`src/hw/rtl/satc_rem.sv`:
```
// Remainder of an unsigned value by a constant divisor, one sixteen-bit digit
// at a time by reciprocal multiplication and a correction. A power-of-two
// divisor is a plain mask, ready in the cycle after start. Uses no package.
`default_nettype none

module satc_rem #(
  parameter int WIDTH   = 32,
  parameter int DIVISOR = 4,
  localparam int RW     = (DIVISOR > 1) ? $clog2(DIVISOR) : 1
) (
  input  wire logic             clk,
  input  wire logic             rst,
  input  wire logic             start,
  input  wire logic [WIDTH-1:0] value,
  output logic                  busy,
  output logic [RW-1:0]         rem
);

  localparam bit POW2   = (DIVISOR & (DIVISOR - 1)) == 0;
  localparam int DIGITS = (WIDTH + 15) / 16;
  localparam int PAD_W  = DIGITS * 16;
  localparam int CNT_W  = $clog2(DIGITS + 1);
  // Reciprocal of the divisor scaled by 2^32. For a 32-bit dividend the
  // quotient estimate it gives is at most one below the true quotient.
  localparam logic [31:0] RECIP = 32'((64'd1 << 32) / 64'(DIVISOR));
  localparam logic [15:0] DIV16 = 16'(DIVISOR);

  logic [PAD_W-1:0] shreg;
  logic [CNT_W-1:0] cnt;
  logic             phase;
  logic [15:0]      part;
  logic [31:0]      step_reg;
  logic [31:0]      q_est;

  logic [31:0]      step_val;
  logic [63:0]      prod;
  logic [31:0]      qd;
  logic [31:0]      diff;
  logic [31:0]      part_next;

  // Horner scheme, most significant digit first: the partial remainder stays
  // below the divisor, so the next dividend fits in 32 bits.
  assign step_val  = {part, shreg[PAD_W-1 -: 16]};
  assign prod      = 64'(step_val) * 64'(RECIP);
  assign qd        = q_est * 32'(DIV16);
  assign diff      = step_reg - qd;
  assign part_next = (diff >= 32'(DIVISOR)) ? diff - 32'(DIVISOR) : diff;

  assign rem = part[RW-1:0];

  always_ff @(posedge clk) begin
    if (rst) begin
      busy  <= 1'b0;
      phase <= 1'b0;
      cnt   <= '0;
    end else if (start) begin
      if (POW2) begin
        busy <= 1'b0;
        part <= (DIVISOR == 1) ? '0 : 16'(value[RW-1:0]);
      end else begin
        busy  <= 1'b1;
        phase <= 1'b0;
        cnt   <= CNT_W'(DIGITS);
        shreg <= PAD_W'(value);
        part  <= '0;
      end
    end else if (busy) begin
      if (!phase) begin
        step_reg <= step_val;
        q_est    <= prod[63:32];
        shreg    <= shreg << 16;
        phase    <= 1'b1;
      end else begin
        part  <= part_next[15:0];
        cnt   <= cnt - 1'b1;
        busy  <= (cnt != CNT_W'(1));
        phase <= 1'b0;
      end
    end
  end

endmodule

`default_nettype wire

```
`config.mk`:
```
export PLATFORM = sky130hd
export DESIGN_NAME = satc_rem
export DESIGN_NICKNAME = d
export VERILOG_FILES = /design/src/hw/rtl/satc_rem.sv
export SDC_FILE = /design/constraint.sdc
export NUM_CORES = 1
export LEC_CHECK = 0
export ABC_CLOCK_PERIOD_IN_PS = 2600
export BUFFER_PORTS_ARGS = -buffer_cell sky130_fd_sc_hd__clkbuf_2
export CAP_MARGIN = 30
export CORE_AREA = 3 3 40 42
export DETAILED_ROUTE_END_ITERATION = 16
export DIE_AREA = 0 0 43 45
export SETUP_SLACK_MARGIN = 0.02
export SKIP_LAST_GASP = 1
export SYNTH_ARGS = -nofsm -noshare
export SYNTH_HDL_FRONTEND = slang
export SYNTH_SLANG_ARGS = --single-unit
```
`constraint.sdc`:
```
create_clock -name clk -period 2.6 [get_ports clk]
set_clock_uncertainty 0.1 [all_clocks]
set_input_delay 0.52 -clock clk [delete_from_list [all_inputs] [get_ports clk]]
set_output_delay 0.52 -clock clk [all_outputs]
set_load 0.02 [all_outputs]
```
# --- Word level (Yosys, flattened, before mapping) ---
# Cells that the tools add are included.
op_classes:
  add_sub_neg: 3
  magnitude_cmp: 1
  eq_ne: 1
  muxes: 6
  bitwise: 4
  reduce_logical: 7
ops:
  columns: ["cell", "count"]
  rows:
  - ["$mux 16", 3]
  - ["$ge 32x3->1 const B", 1]
  - ["$sub 32x32->32", 1]
  - ["$sub 16x3->16 const B", 1]
  - ["$reduce_and 3->1", 2]
  - ["$not 1->1", 4]
  - ["$reduce_and 4->1", 1]
  - ["$reduce_bool 2->1", 2]
  - ["$reduce_or 3->1", 1]
  - ["$mux 1", 2]
  - ["$mux 2", 1]
  - ["$ne 2x1->1 const B", 1]
  - ["$reduce_and 2->1", 1]
  - ["$sub 2x1->2 const B", 1]
totals:
  regBits: 36
  out_inout_bits: 3
  word_cells: 28

# --- Longest topological paths before layout ---
depth:
  ltp_word: 6
  mapped_depth: 5

# --- Worst setup path after synthesis ---
# No wires, ideal clock.
synth_path:
  path_kind: "input-to-reg"
  startpoint: "in start"
  endpoint: "reg cnt[1]"
  setup_ns: 0.114
  t_arrival_ns: 0.901
  required_time_ns: 2.386
  slack_ns: 1.484
  cell_stages: 3
  path_cell_list: "nand3b_1 -> mux2i_1 -> nor2_1"
synth_between:
  elab_chain_len: 2
synth_rtl:
  columns: ["element", "line_no", "text"]
  rows:
  - ["start: declaration", "13", "input wire logic start,"]
  - ["$not 1->1 (no line)", null, null]
  - ["$reduce_and 3->1 (no line)", null, null]
  - ["end signal: assignment", "63", "cnt <= CNT_W'(DIGITS);"]
  - ["end signal: assignment", "75", "cnt <= cnt - 1'b1;"]
  - ["end: declaration", "29", "logic [CNT_W-1:0] cnt;"]
# No other way between the ends.
# A chain may end at the register's enable or synchronous reset.

# --- Final worst setup path ---
layout_path:
  startpoint: "reg busy"
  endpoint: "out busy"
layout_rtl:
  columns: ["element", "line_no", "text"]
  rows:
  - ["start: declaration", "15", "output logic busy,"]
  - ["start signal: assignment", "76", "busy <= (cnt != CNT_W'(1));"]
# No word-level cell between the ends.

==> flow_metrics.py <==
metrics = {
    "pwr": {
        "p_per_area_nw_per_um2": 628,
        "p_leak_uw": 0.000141,
        "peakVddDrop_mv": 0.260,
    },
    "finish": {
        "fin_nets": 71,
        "final_cell_area_um2": 327,
        "diodes": 0,
        "seqCellArea_um2": 140,
        "synthToLayoutAreaGrowth_pct": 32.5,
        "multi_input_area_um2": 103,
        "drive_gt1_share_pct": 38.2,
        "final_core_util_pct": 25.4,
        "nFillCells": 138,
    },
    "place": {
        "place_hpwl_um": 304,
        "dpl_cell_area_um2": 300,
        "io_buffers": 7,
        "gp_congestion": 0.612,
    },
    "global_route": {
        "overflow": 0,
        "grt_use_total_pct": 5.84,
        "grt_pass1_vias": 180,
        "grt_pass1_wl_um": 724,
        "grt_max_degree": 6,
        "antenna_found_initial": 0,
    },
    "timing": {
        "grt_setup_unrepaired": "false",
        "finalSetupTns_ps": 0,
        "maxSlewHeadroom_pct": 87.8,
        "maxSlewViolCount": 0,
        "setup_viol": 0,
        "tightest_slew_ps": 182,
        "fmaxAchievable_mhz": 717,
        "period_minus_slack_ps": 1400,
        "period_share_pct": 53.7,
        "hold_ws_ps": 388,
        "hold_violations": 0,
    },
    "die": {
        "dieArea_um2": 1940,
        "die_w_um": 43,
        "start_util_pct": 19.2,
        "pin_count": 38,
        "core_area_um2": 1280,
        "num_rows": 13,
        "die_h_um": 45,
    },
    "detailed_routing": {
        "ant_nets": 0,
        "wl_met3_um": 55,
        "routed_wl_um": 422,
        "num_vias": 193,
        "top_layer": "met3",
        "m1WireLength_um": 177,
        "vias_per_cell": 3.94,
        "drt_iter0_drc": 14,
        "wl_per_cell_um": 8.61,
        "dr_wl_met2_um": 189,
        "drc_errors": 0,
        "first_pass_iters": 4,
    },
    "critical_path": {
        "arrival_ps": 780,
        "cp_num_buf_inv": 1,
        "start_kind": "flop",
        "worst_path_largest_cell_delay_ps": 350,
        "slowest_stage": "dfxtp_1",
        "crit_fanout": 4,
        "crit_family": "flip-flops",
        "cp.required_ps": 1980,
        "end_kind": "primary output",
        "rr_startpoint": "phase",
        "r2r_slack_ps": 1570,
        "r2r_end": "part[0]",
        "worstPathCellList": "clkbuf_2",
        "worstRegToRegCells": 2,
        "critPathKind": "flop to primary output",
    },
    "clocking": {
        "cts.clk_slew.worst_paths_ps": 40,
        "post-cts-setup-buffers": 0,
        "cts_buffers": 3,
        "cts_root_buf": "clkbuf_4",
        "cts_max_path_buffers": 2,
        "htreeDepth": 1,
        "ctsResizeCount": 0,
        "clk_latency_ps": 250,
        "clkSinkCount": 6,
        "cts_tree": "built",
        "cts_hold_buf": 0,
    },
    "worst_hold_path": {
        "holdPathStages": 2,
        "hp-class": "flop to flop",
        "holdPathEnd": "cnt[1]",
        "min-delay-start": "cnt[1]",
    },
    "logic_synthesis": {
        "synth_cells": 23,
        "ys.flop_type": "dfxtp_1",
        "postSynthAreaPerCell_um2": 10.7,
        "yosysWarnings": 0,
        "synth_cell_types": 13,
        "synth_top_area_share_pct": 32.5,
        "synthesis.nets": 59,
        "synthTopCellsByArea": "dfxtp_1 (32%), edfxtp_1 (24%), nor2_1 (7.6%), and2_2 (6.1%), ha_1 (5.1%)",
        "synth_area_leader_cell": "dfxtp_1",
        "synth-edff-count": 2,
        "synth_seq_area_share_pct": 56.9,
        "synth_top_cells_by_count": "nor2_1 (5), dfxtp_1 (4), and2_2 (2), edfxtp_1 (2), nand2_1 (2)",
        "syn_area_um2": 246,
        "async_reset_ff_share_pct": 0,
        "synth.ff_latch_count": 6,
        "yosysMostFrequentCell": "nor2_1",
    },
    "flow_run": {
        "maxCapViolations": 0,
    },
    "status": {
        "status": "finished clean",
    },
}
## metal layers
layer	vias to the layer above	track usage, %
met3	0	6.37
met1	86	5.10
met2	9	8.08
met5	-	0
met4	0	3.61
li1	98	-
## worst max path at each step
stage                       start  slack (ps)  cells after the start  endpoint
final                        busy        1200                      1      busy
after global routing      part[0]        1150                      1    rem[0]
after CTS                    busy        1190                      1      busy
after detailed placement    start        1330                      4    cnt[1]
after global placement      start        1320                      4    cnt[1]
after floorplan             start        1480                      3    cnt[1]
## layout by cell type, fill, tap and decap left out
cell and count:
clkbuf_2 7, nor2_1 5, dfxtp_1 4, clkbuf_4 3
and2_2 2, nand2_1 2, edfxtp_1 2, a21oi_1 1
inv_1 1, nand3b_1 1, mux2i_1 1, and2b_2 1
xnor2_1 1, xor2_1 1, ha_1 1, clkbuf_1 1
## sequential cells by signal (all words and copies together) (netlist names)
signal  count
busy        1
cnt         2
part        2
phase       1
## final cells by class
| class | count | share of cell area, % |
|---|---|---|
| inverter | 1 | 1.15 |
| clock buffer | 4 | 8.05 |
| multi-input combinational | 16 | 31.4 |
| sequential | 6 | 42.9 |
| tap | 15 | 5.75 |
| timing repair buffer | 7 | 10.7 |
## report_power, final
part | switching [µW] | internal, µW | leakage (µW)
Clock | 35.1 | 58.2 | 0.0000150
Combinational | 6.64 | 5.25 | 0.0000759
Sequential | 0.507 | 99.5 | 0.0000496
## kinds of logic after synthesis
family          share of synthesized area (%)
fa+ha+maj                                5.08
simple gates                             23.4
buf+inv                                  1.52
xor+xnor                                 7.11
mux                                      4.06
flops                                    56.9
compound gates                           2.03
## stage by stage
step                cells  worst slack, ps  power [µW]
finish                 49             1200         205
global placement       45             1320         113
global route           49             1150         219
floorplan              23             1480         107
CTS                    49             1190         212
detailed placement     45             1330         114
Note: power is estimated with default switching activity, not from simulation.
